[src/sv/clnw_pkg.sv]
// Shared types, constants and lookup functions for the character LCD nibble writer.
// No dependencies; imported by every module of the block.
package clnw_pkg;

  localparam int unsigned WaitW      = 20;
  localparam int unsigned IdxW       = 4;
  localparam int unsigned CfgIdxW    = 3;
  localparam int unsigned ColW       = 5;
  localparam int unsigned LineWidthDef = 16;

  localparam logic [WaitW-1:0] PowerOnWaitRst = 20'd100000;
  localparam logic [WaitW-1:0] WakeWaitRst    = 20'd5000;
  localparam logic [WaitW-1:0] CommandWaitRst = 20'd5000;
  localparam logic [WaitW-1:0] DataWaitRst    = 20'd50;

  localparam logic [CfgIdxW-1:0] CfgPowerOn = 3'd0;
  localparam logic [CfgIdxW-1:0] CfgWake    = 3'd1;
  localparam logic [CfgIdxW-1:0] CfgCommand = 3'd2;
  localparam logic [CfgIdxW-1:0] CfgData    = 3'd3;

  localparam logic [1:0] CmdInit    = 2'd0;
  localparam logic [1:0] CmdCommand = 2'd1;
  localparam logic [1:0] CmdData    = 2'd2;
  localparam logic [1:0] CmdSetPos  = 2'd3;

  localparam logic [3:0] WakeNibble = 4'h3;
  localparam logic [3:0] FourBitNibble = 4'h2;
  localparam logic [7:0] SetDdramBase = 8'h80;

  // Event positions within the init run
  localparam logic [IdxW-1:0] InitPowerIdx = 4'd0;
  localparam logic [IdxW-1:0] InitRawLast  = 4'd4;
  localparam logic [IdxW-1:0] InitBytesBase = 4'd5;
  localparam logic [IdxW-1:0] InitLastIdx  = 4'd14;

  typedef enum logic [1:0] {
    ST_IDLE,
    ST_RUN
  } state_e;

  typedef enum logic [2:0] {
    WSEL_NONE,
    WSEL_POWER,
    WSEL_WAKE,
    WSEL_COMMAND,
    WSEL_DATA
  } wsel_e;

  // Item held by the sequencer while its run is sent
  typedef struct packed {
    logic            init;
    logic            rs;
    logic [7:0]      byte_val;
    logic [IdxW-1:0] idx;
  } job_t;

  // One event as decoded from the current job step
  typedef struct packed {
    logic       strobe;
    logic       rs;
    logic [3:0] nibble;
    wsel_e      wsel;
    logic       last;
  } evt_t;

  function automatic logic [7:0] init_cmd(input logic [2:0] k);
    logic [7:0] c;
    case (k)
      3'd0:    c = 8'h28;
      3'd1:    c = 8'h08;
      3'd2:    c = 8'h01;
      3'd3:    c = 8'h06;
      3'd4:    c = 8'h0E;
      default: c = 8'h0E;
    endcase
    return c;
  endfunction

  function automatic logic [7:0] row_mask(input logic [1:0] r);
    logic [7:0] m;
    case (r)
      2'd0:    m = 8'h00;
      2'd1:    m = 8'h40;
      2'd2:    m = 8'h60;
      2'd3:    m = 8'h20;
      default: m = 8'h00;
    endcase
    return m;
  endfunction

endpackage

[src/sv/clnw_evt.sv]
// Event decoder: turns the sequencer's job and step index into one bus event.
// Depends on clnw_pkg.
module clnw_evt import clnw_pkg::*; (
  input  job_t job_i,
  output evt_t evt_o
);

  logic [IdxW-1:0] rel;
  logic [7:0]      init_byte;

  assign rel       = job_i.idx - InitBytesBase;
  assign init_byte = init_cmd(rel[3:1]);

  always_comb begin
    evt_o = '{strobe: 1'b1, rs: job_i.rs, nibble: 4'h0, wsel: WSEL_NONE, last: 1'b0};
    if (job_i.init) begin
      evt_o.rs = 1'b0;
      if (job_i.idx == InitPowerIdx) begin
        evt_o.strobe = 1'b0;
        evt_o.wsel   = WSEL_POWER;
      end else if (job_i.idx < InitRawLast) begin
        evt_o.nibble = WakeNibble;
        evt_o.wsel   = WSEL_WAKE;
      end else if (job_i.idx == InitRawLast) begin
        evt_o.nibble = FourBitNibble;
        evt_o.wsel   = WSEL_WAKE;
      end else if (!rel[0]) begin
        evt_o.nibble = init_byte[7:4];
      end else begin
        evt_o.nibble = init_byte[3:0];
        evt_o.wsel   = WSEL_COMMAND;
      end
      evt_o.last = (job_i.idx == InitLastIdx);
    end else begin
      // two-beat byte: high nibble without hold, then low nibble
      if (!job_i.idx[0]) begin
        evt_o.nibble = job_i.byte_val[7:4];
      end else begin
        evt_o.nibble = job_i.byte_val[3:0];
        evt_o.wsel   = job_i.rs ? WSEL_DATA : WSEL_COMMAND;
        evt_o.last   = 1'b1;
      end
    end
  end

endmodule

[src/sv/clnw_seq.sv]
// Sequencer: takes one item, steps through its events and holds the output beat.
// Depends on clnw_pkg; event fields come from clnw_evt via the top level.
module clnw_seq import clnw_pkg::*; #(
  parameter int unsigned LINE_WIDTH = LineWidthDef
) (
  input  logic             clk_i,
  input  logic             rst_ni,
  input  logic             in_valid_i,
  output logic             in_ready_o,
  input  logic [1:0]       cmd_i,
  input  logic [7:0]       byte_value_i,
  input  logic [ColW-1:0]  column_i,
  input  logic [1:0]       row_i,
  output job_t             job_o,
  input  evt_t             evt_i,
  input  logic [WaitW-1:0] wait_i,
  output logic             out_valid_o,
  input  logic             out_ready_i,
  output logic             strobe_res_o,
  output logic             reg_select_o,
  output logic [3:0]       nibble_o,
  output logic [WaitW-1:0] wait_us_o,
  output logic             last_o
);

  localparam int unsigned CmpW = ColW + 2;
  localparam logic [CmpW-1:0] LineW = CmpW'(LINE_WIDTH);

  state_e state_q, state_d;
  job_t   job_q, job_d;
  logic   out_valid_q, out_valid_d;
  logic   load;
  logic   accept;
  logic   skip;
  logic   strobe_q, rs_q, last_q;
  logic [3:0]       nibble_q;
  logic [WaitW-1:0] wait_q;

  assign in_ready_o = (state_q == ST_IDLE);
  assign accept     = in_valid_i && in_ready_o;
  assign skip       = (cmd_i == CmdSetPos) && ({2'b00, column_i} >= LineW);
  assign load       = (state_q == ST_RUN) && (!out_valid_q || out_ready_i);

  always_comb begin
    state_d     = state_q;
    job_d       = job_q;
    out_valid_d = out_valid_q && !out_ready_i;
    case (state_q)
      ST_IDLE: begin
        if (accept && !skip) begin
          job_d.idx  = '0;
          job_d.init = (cmd_i == CmdInit);
          job_d.rs   = (cmd_i == CmdData);
          if (cmd_i == CmdSetPos) begin
            job_d.byte_val = SetDdramBase | {3'b000, column_i} | row_mask(row_i);
          end else begin
            job_d.byte_val = byte_value_i;
          end
          state_d = ST_RUN;
        end
      end
      ST_RUN: begin
        if (load) begin
          out_valid_d = 1'b1;
          job_d.idx   = job_q.idx + 1'b1;
          if (evt_i.last) begin
            state_d = ST_IDLE;
          end
        end
      end
      default: state_d = ST_IDLE;
    endcase
  end

  always_ff @(posedge clk_i or negedge rst_ni) begin
    if (!rst_ni) begin
      state_q     <= ST_IDLE;
      out_valid_q <= 1'b0;
      job_q       <= '0;
    end else begin
      state_q     <= state_d;
      out_valid_q <= out_valid_d;
      job_q       <= job_d;
    end
  end

  always_ff @(posedge clk_i) begin
    if (load) begin
      strobe_q <= evt_i.strobe;
      rs_q     <= evt_i.rs;
      nibble_q <= evt_i.nibble;
      wait_q   <= wait_i;
      last_q   <= evt_i.last;
    end
  end

  assign job_o        = job_q;
  assign out_valid_o  = out_valid_q;
  assign strobe_res_o = strobe_q;
  assign reg_select_o = rs_q;
  assign nibble_o     = nibble_q;
  assign wait_us_o    = wait_q;
  assign last_o       = last_q;

endmodule

[src/sv/char_lcd_nibble_writer_core.sv]
// Character LCD 4-bit writer. An accepted item moves the sequencer into its run state; the
// sequencer then emits one event beat per cycle from its output register when not stalled.
// Init emits the power-on wait, the wake nibbles, the 4-bit nibble and the init bytes;
// command, data and set position send a byte as high then low nibble; a skipped one sends none.
// Reset (asynchronous, active low) idles the sequencer, empties the output register and
// loads the timing registers with their defaults.
module char_lcd_nibble_writer_core import clnw_pkg::*; #(
  parameter int unsigned LINE_WIDTH = LineWidthDef
) (
  input  logic               clk_i,
  input  logic               rst_ni,
  input  logic               cfg_we_i,
  input  logic [CfgIdxW-1:0] cfg_idx_i,
  input  logic [WaitW-1:0]   cfg_wdata_i,
  input  logic               in_valid_i,
  output logic               in_ready_o,
  input  logic [1:0]         cmd_i,
  input  logic [7:0]         byte_value_i,
  input  logic [ColW-1:0]    column_i,
  input  logic [1:0]         row_i,
  output logic               out_valid_o,
  input  logic               out_ready_i,
  output logic               strobe_res_o,
  output logic               reg_select_o,
  output logic [3:0]         nibble_o,
  output logic [WaitW-1:0]   wait_us_o,
  output logic               last_o
);

  logic [WaitW-1:0] power_on_wait_q, wake_wait_q, command_wait_q, data_wait_q;
  logic [WaitW-1:0] wait_sel;
  job_t job;
  evt_t evt;

  always_ff @(posedge clk_i or negedge rst_ni) begin
    if (!rst_ni) begin
      power_on_wait_q <= PowerOnWaitRst;
      wake_wait_q     <= WakeWaitRst;
      command_wait_q  <= CommandWaitRst;
      data_wait_q     <= DataWaitRst;
    end else if (cfg_we_i) begin
      case (cfg_idx_i)
        CfgPowerOn: power_on_wait_q <= cfg_wdata_i;
        CfgWake:    wake_wait_q     <= cfg_wdata_i;
        CfgCommand: command_wait_q  <= cfg_wdata_i;
        CfgData:    data_wait_q     <= cfg_wdata_i;
        default:    ;
      endcase
    end
  end

  clnw_evt u_evt (
    .job_i (job),
    .evt_o (evt)
  );

  always_comb begin
    case (evt.wsel)
      WSEL_POWER:   wait_sel = power_on_wait_q;
      WSEL_WAKE:    wait_sel = wake_wait_q;
      WSEL_COMMAND: wait_sel = command_wait_q;
      WSEL_DATA:    wait_sel = data_wait_q;
      default:      wait_sel = '0;
    endcase
  end

  clnw_seq #(
    .LINE_WIDTH (LINE_WIDTH)
  ) u_seq (
    .clk_i        (clk_i),
    .rst_ni       (rst_ni),
    .in_valid_i   (in_valid_i),
    .in_ready_o   (in_ready_o),
    .cmd_i        (cmd_i),
    .byte_value_i (byte_value_i),
    .column_i     (column_i),
    .row_i        (row_i),
    .job_o        (job),
    .evt_i        (evt),
    .wait_i       (wait_sel),
    .out_valid_o  (out_valid_o),
    .out_ready_i  (out_ready_i),
    .strobe_res_o (strobe_res_o),
    .reg_select_o (reg_select_o),
    .nibble_o     (nibble_o),
    .wait_us_o    (wait_us_o),
    .last_o       (last_o)
  );

endmodule
[config.mk]
export PLATFORM = sky130hd
export DESIGN_NAME = char_lcd_nibble_writer_core
export DESIGN_NICKNAME = d
export VERILOG_FILES = /design/src/sv/clnw_pkg.sv /design/src/sv/clnw_evt.sv /design/src/sv/clnw_seq.sv /design/src/sv/char_lcd_nibble_writer_core.sv
export SDC_FILE = /design/constraint.sdc
export NUM_CORES = 1
export LEC_CHECK = 0
export BUFFER_PORTS_ARGS = -buffer_cell sky130_fd_sc_hd__buf_2
export CORE_MARGIN = 2
export CORE_UTILIZATION = 40
export DETAILED_ROUTE_END_ITERATION = 12
export PLACE_DENSITY_LB_ADDON = 0.1
export SLEW_MARGIN = 5
export SYNTH_ARGS = -nofsm -noshare
export SYNTH_HDL_FRONTEND = slang
export SYNTH_HIERARCHICAL = 1
export SYNTH_SLANG_ARGS = --single-unit
[constraint.sdc]
create_clock -name clk_i -period 2.3 [get_ports clk_i]
set_clock_uncertainty 0.05 [all_clocks]
set_input_delay 0.23 -clock clk_i [delete_from_list [all_inputs] [get_ports clk_i]]
set_output_delay 0.23 -clock clk_i [all_outputs]
set_load 0.03 [all_outputs]
==> impl_summary.log <==
INFO  metric clock_slew_at_the_register_clock_pins_of_the_worst_setup_and_hold_paths = 0.05 ns
INFO  metric vias_in_the_first_global_route = 4099
INFO  metric p_per_area = 1470 nW/um^2
INFO  metric root_buffer = clkbuf_16
INFO  metric post-route-util = 50.4%
INFO  metric gp_congestion = 0.838
INFO  metric core.rowCount = 44
INFO  metric cell_chain_of_the_critical_path = inv_2, ha_4, xor2_1, o22ai_1, nand2_1, o21ai_4, clkbuf_16, buf_4, nand4bb_1, o221ai_1
INFO  metric grt_first_pass_wirelength = 22.4 mm
INFO  metric max_transition_viols_final = 0
INFO  metric antenna_left = 0
INFO  metric syn-cell-area = 6030 sq um
INFO  metric fp.coreArea = 14600 sq um
INFO  metric synth_top_cell_by_area = dfrtp_1
INFO  metric track_usage = 18.2%
INFO  metric detailedRoute.firstPassIterationCount = 4
INFO  metric dieArea = 16100 sq um
INFO  metric worst_ep_required_time = 2.39 ns
INFO  metric route.vias.total = 3981
INFO  metric slew_at_the_pin_with_the_worst_max_slew_slack = 0.984 ns
INFO  metric port_buffers = 73
INFO  metric slew-limit-headroom = 34.4%
INFO  metric place_ws = -0.0398 ns
INFO  metric numClockSinks = 123
INFO  metric p_leak = 3.14 nW
INFO  metric worst_setup_path_end_kind = register
INFO  metric maxCapViolations = 0
INFO  metric vias_per_cell = 5.49
INFO  metric critPathMaxStageDelay = 0.43 ns
INFO  metric clock_period_minus_final_worst_setup_slack = 2.14 ns
INFO  metric drc = 0
INFO  metric drt_iter0_drc = 207
INFO  metric synthCells = 433
INFO  metric cts_tree = built
INFO  metric layout-area-overhead-vs-synth = 22.5%
INFO  metric crit_path_max_fanout = 8
INFO  metric cts.path.max_buffers = 2
INFO  metric worst-endpoint-arrival = 2.23 ns
INFO  metric drt-wirelength-per-cell = 19.6 um
INFO  metric maximum_number_of_pins_on_one_net_before_global_route_repair = 45
INFO  metric initial_core_utilization = 41.1%
INFO  metric synth_cell_type_count = 59
INFO  metric place.detailed.instances = 681
INFO  metric critPathKind = register to register
INFO  metric place.detailed.hpwl = 8.69 mm
INFO  metric clock_latency_on_the_worst_skew_pair = 0.41 ns
INFO  metric rsz0062_at_grt = false
INFO  metric htree_num_levels = 4
INFO  metric post-route-period-util = 92.9%
INFO  metric synth-edff-count = 27
INFO  metric placement.cell_area = 6600 sq um
INFO  metric ys_seq_area_share = 53.7%
INFO  metric report.final.hold_viol_count = 0
INFO  metric i_o_pin_total = 74
INFO  metric total_number_of_yosys_warnings = 6
INFO  metric final_area = 7380 sq um
INFO  metric yosysTopAreaCellShare = 32.0%
INFO  metric synth_fp_nets = 484
INFO  metric floorplan.die.height = 127 um
INFO  metric dominantRegCellSynth = dfrtp_1
INFO  metric holdCritPathClass = input pin to register
INFO  metric layout-drive-gt1-share = 46.0%
INFO  metric result_of_the_run = completed
INFO  metric setup_slack = 0.163 ns
INFO  metric yosys.cell_count.top_type = dfrtp_1
INFO  metric synth.ff_latch_count = 123
INFO  metric max-vdd-ir-drop = 800 uV
INFO  metric gr-total-overflow = 0
INFO  metric r2r_slack = 0.16 ns
INFO  metric fmaxAchievable = 468 MHz
INFO  metric timing.final.setup_violations = 0
INFO  metric critical_path.startpoint_type = register
INFO  metric finalPower = 10.9 mW
INFO  metric synth_area_leaders = dfrtp_1, edfxtp_1, mux2_4
INFO  metric postSynthAreaPerCell = 13.9 sq um
INFO  metric drt-total-wl = 14.2 mm
INFO  metric antennaDiodeCount = 0
INFO  metric floorplan.die.width = 127 um
INFO  metric async_set_or_reset_flop_fraction_in_the_synthesized_netlist = 78.0%
INFO  metric cts_inserted_buffers = 17
INFO  metric final-instance-count-excl-fill = 725
INFO  metric worst_path_max_delay_cell = dfrtp_2
INFO  metric layout.nets = 579
INFO  metric synth_common_cells = dfrtp_1, mux2_2, mux2_4
INFO  metric grt_antenna_before_repair = 0
[routing by layer]
| layer | vias to the layer above | share of wire [%] | GRT usage, % |
|---|---|---|---|
| met4 | 0 | 1.0 | 5.43 |
| met1 | 2048 | 47 | 23.9 |
| met3 | 11 | 4.6 | 5.27 |
| li1 | 1826 | - | - |
| met5 | - | 0 | 0 |
| met2 | 96 | 48 | 29.4 |
[state kept, by name, indices dropped and copies added (netlist names)]
signal and flops:
u_seq/out_valid_o 1, command_wait_q 20, power_on_wait_q 20, u_seq/job_o 14, data_wait_q 20, u_seq/reg_select_o 1, u_seq/wait_us_o 20, wake_wait_q 20
u_seq/last_o 1, u_seq/strobe_res_o 1, u_seq/state_q 1, u_seq/nibble_o 4
[worst max-delay path, delay by kind of cell (launching register included)]
kind | cells | cell delay [ns]
AO/OA/AOI/OAI | 3 | 0.39
XOR/XNOR | 1 | 0.15
adder cells (fa/ha/maj) | 1 | 0.16
buffers and inverters | 3 | 0.43
flip-flops | 1 | 0.43
AND/OR/NAND/NOR | 2 | 0.24
[layout make-up]
cell class / count / area [sq um]
inverters: 9 / 33.8
multi-input cells: 273 / 2580
well taps: 184 / 230
clock buffers: 25 / 495
repair buffers: 104 / 714
fillers: 1286 / 7260
flip-flops and latches: 123 / 3240
clock inverters: 7 / 86.3
[report_power, final]
group | total [mW] | internal (mW) | switching (mW) | leakage (nW)
clock network | 2.62 | 1.70 | 0.918 | 0.291
logic | 4.71 | 2.11 | 2.60 | 1.47
registers | 3.55 | 3.15 | 0.397 | 1.39
[logic make-up (layout without fill, tap and decap cells)]
group | count (synthesis) | count (layout) | synth area share, %
buf+inv | 39 | 145 | 4.36
simple gates | 89 | 90 | 10.1
mux | 108 | 108 | 22.1
flops | 123 | 123 | 53.7
fa+ha+maj | 6 | 6 | 1.25
compound gates | 67 | 68 | 8.26
xor+xnor | 1 | 1 | 0.145
[path summary, 6_finish.rpt]
check                                 endpoint  cells past startpoint            start
min reg2reg                    data_wait_q[11]                      1  data_wait_q[11]
min in group asynchronous       u_seq/job_o[7]                      2           rst_ni
max reg2reg                 u_seq/wait_us_o[8]                     10   u_seq/job_o[0]
max                         u_seq/wait_us_o[8]                     10   u_seq/job_o[0]
max in group asynchronous  power_on_wait_q[15]                      3           rst_ni
min                            u_seq/job_o[13]                      2         cmd_i[0]
[stage by stage]
| step | TNS [ns] | hold slack (ns) |
|---|---|---|
| floorplan | 0 | -0.116 |
| global placement | 0 | 0.225 |
| detailed placement | -0.376 | 0.229 |
| CTS | 0 | 0.0178 |
| global route | 0 | 0.0280 |
| finish | 0 | 0.0394 |
[cells in the final DEF (no fill, tap or decap), types with 6 or more instances in the layout]
master and instances:
dfstp_2 19, nor2_1 7, o221ai_1 23, mux2_2 40, nand2_1 31, buf_2 72
mux2_4 40, edfxtp_1 27, inv_1 7, o21ai_1 6, buf_4 21, clkbuf_16 20
o21ai_0 11, mux2i_1 25, dfrtp_1 76, nand4bb_1 20
[repair_timing]
action | in CTS | in global routing
setup endpoints to repair | 20 | 18
hold buffers | 3 | 0
cloned | 0 | 5
buffers inserted | 0 | 4
endpoints found under the hold margin | 35 | 0
resized for setup | 1 | 11
pin swaps | 0 | 2
No activity file was read; power rests on OpenSTA's default activity.
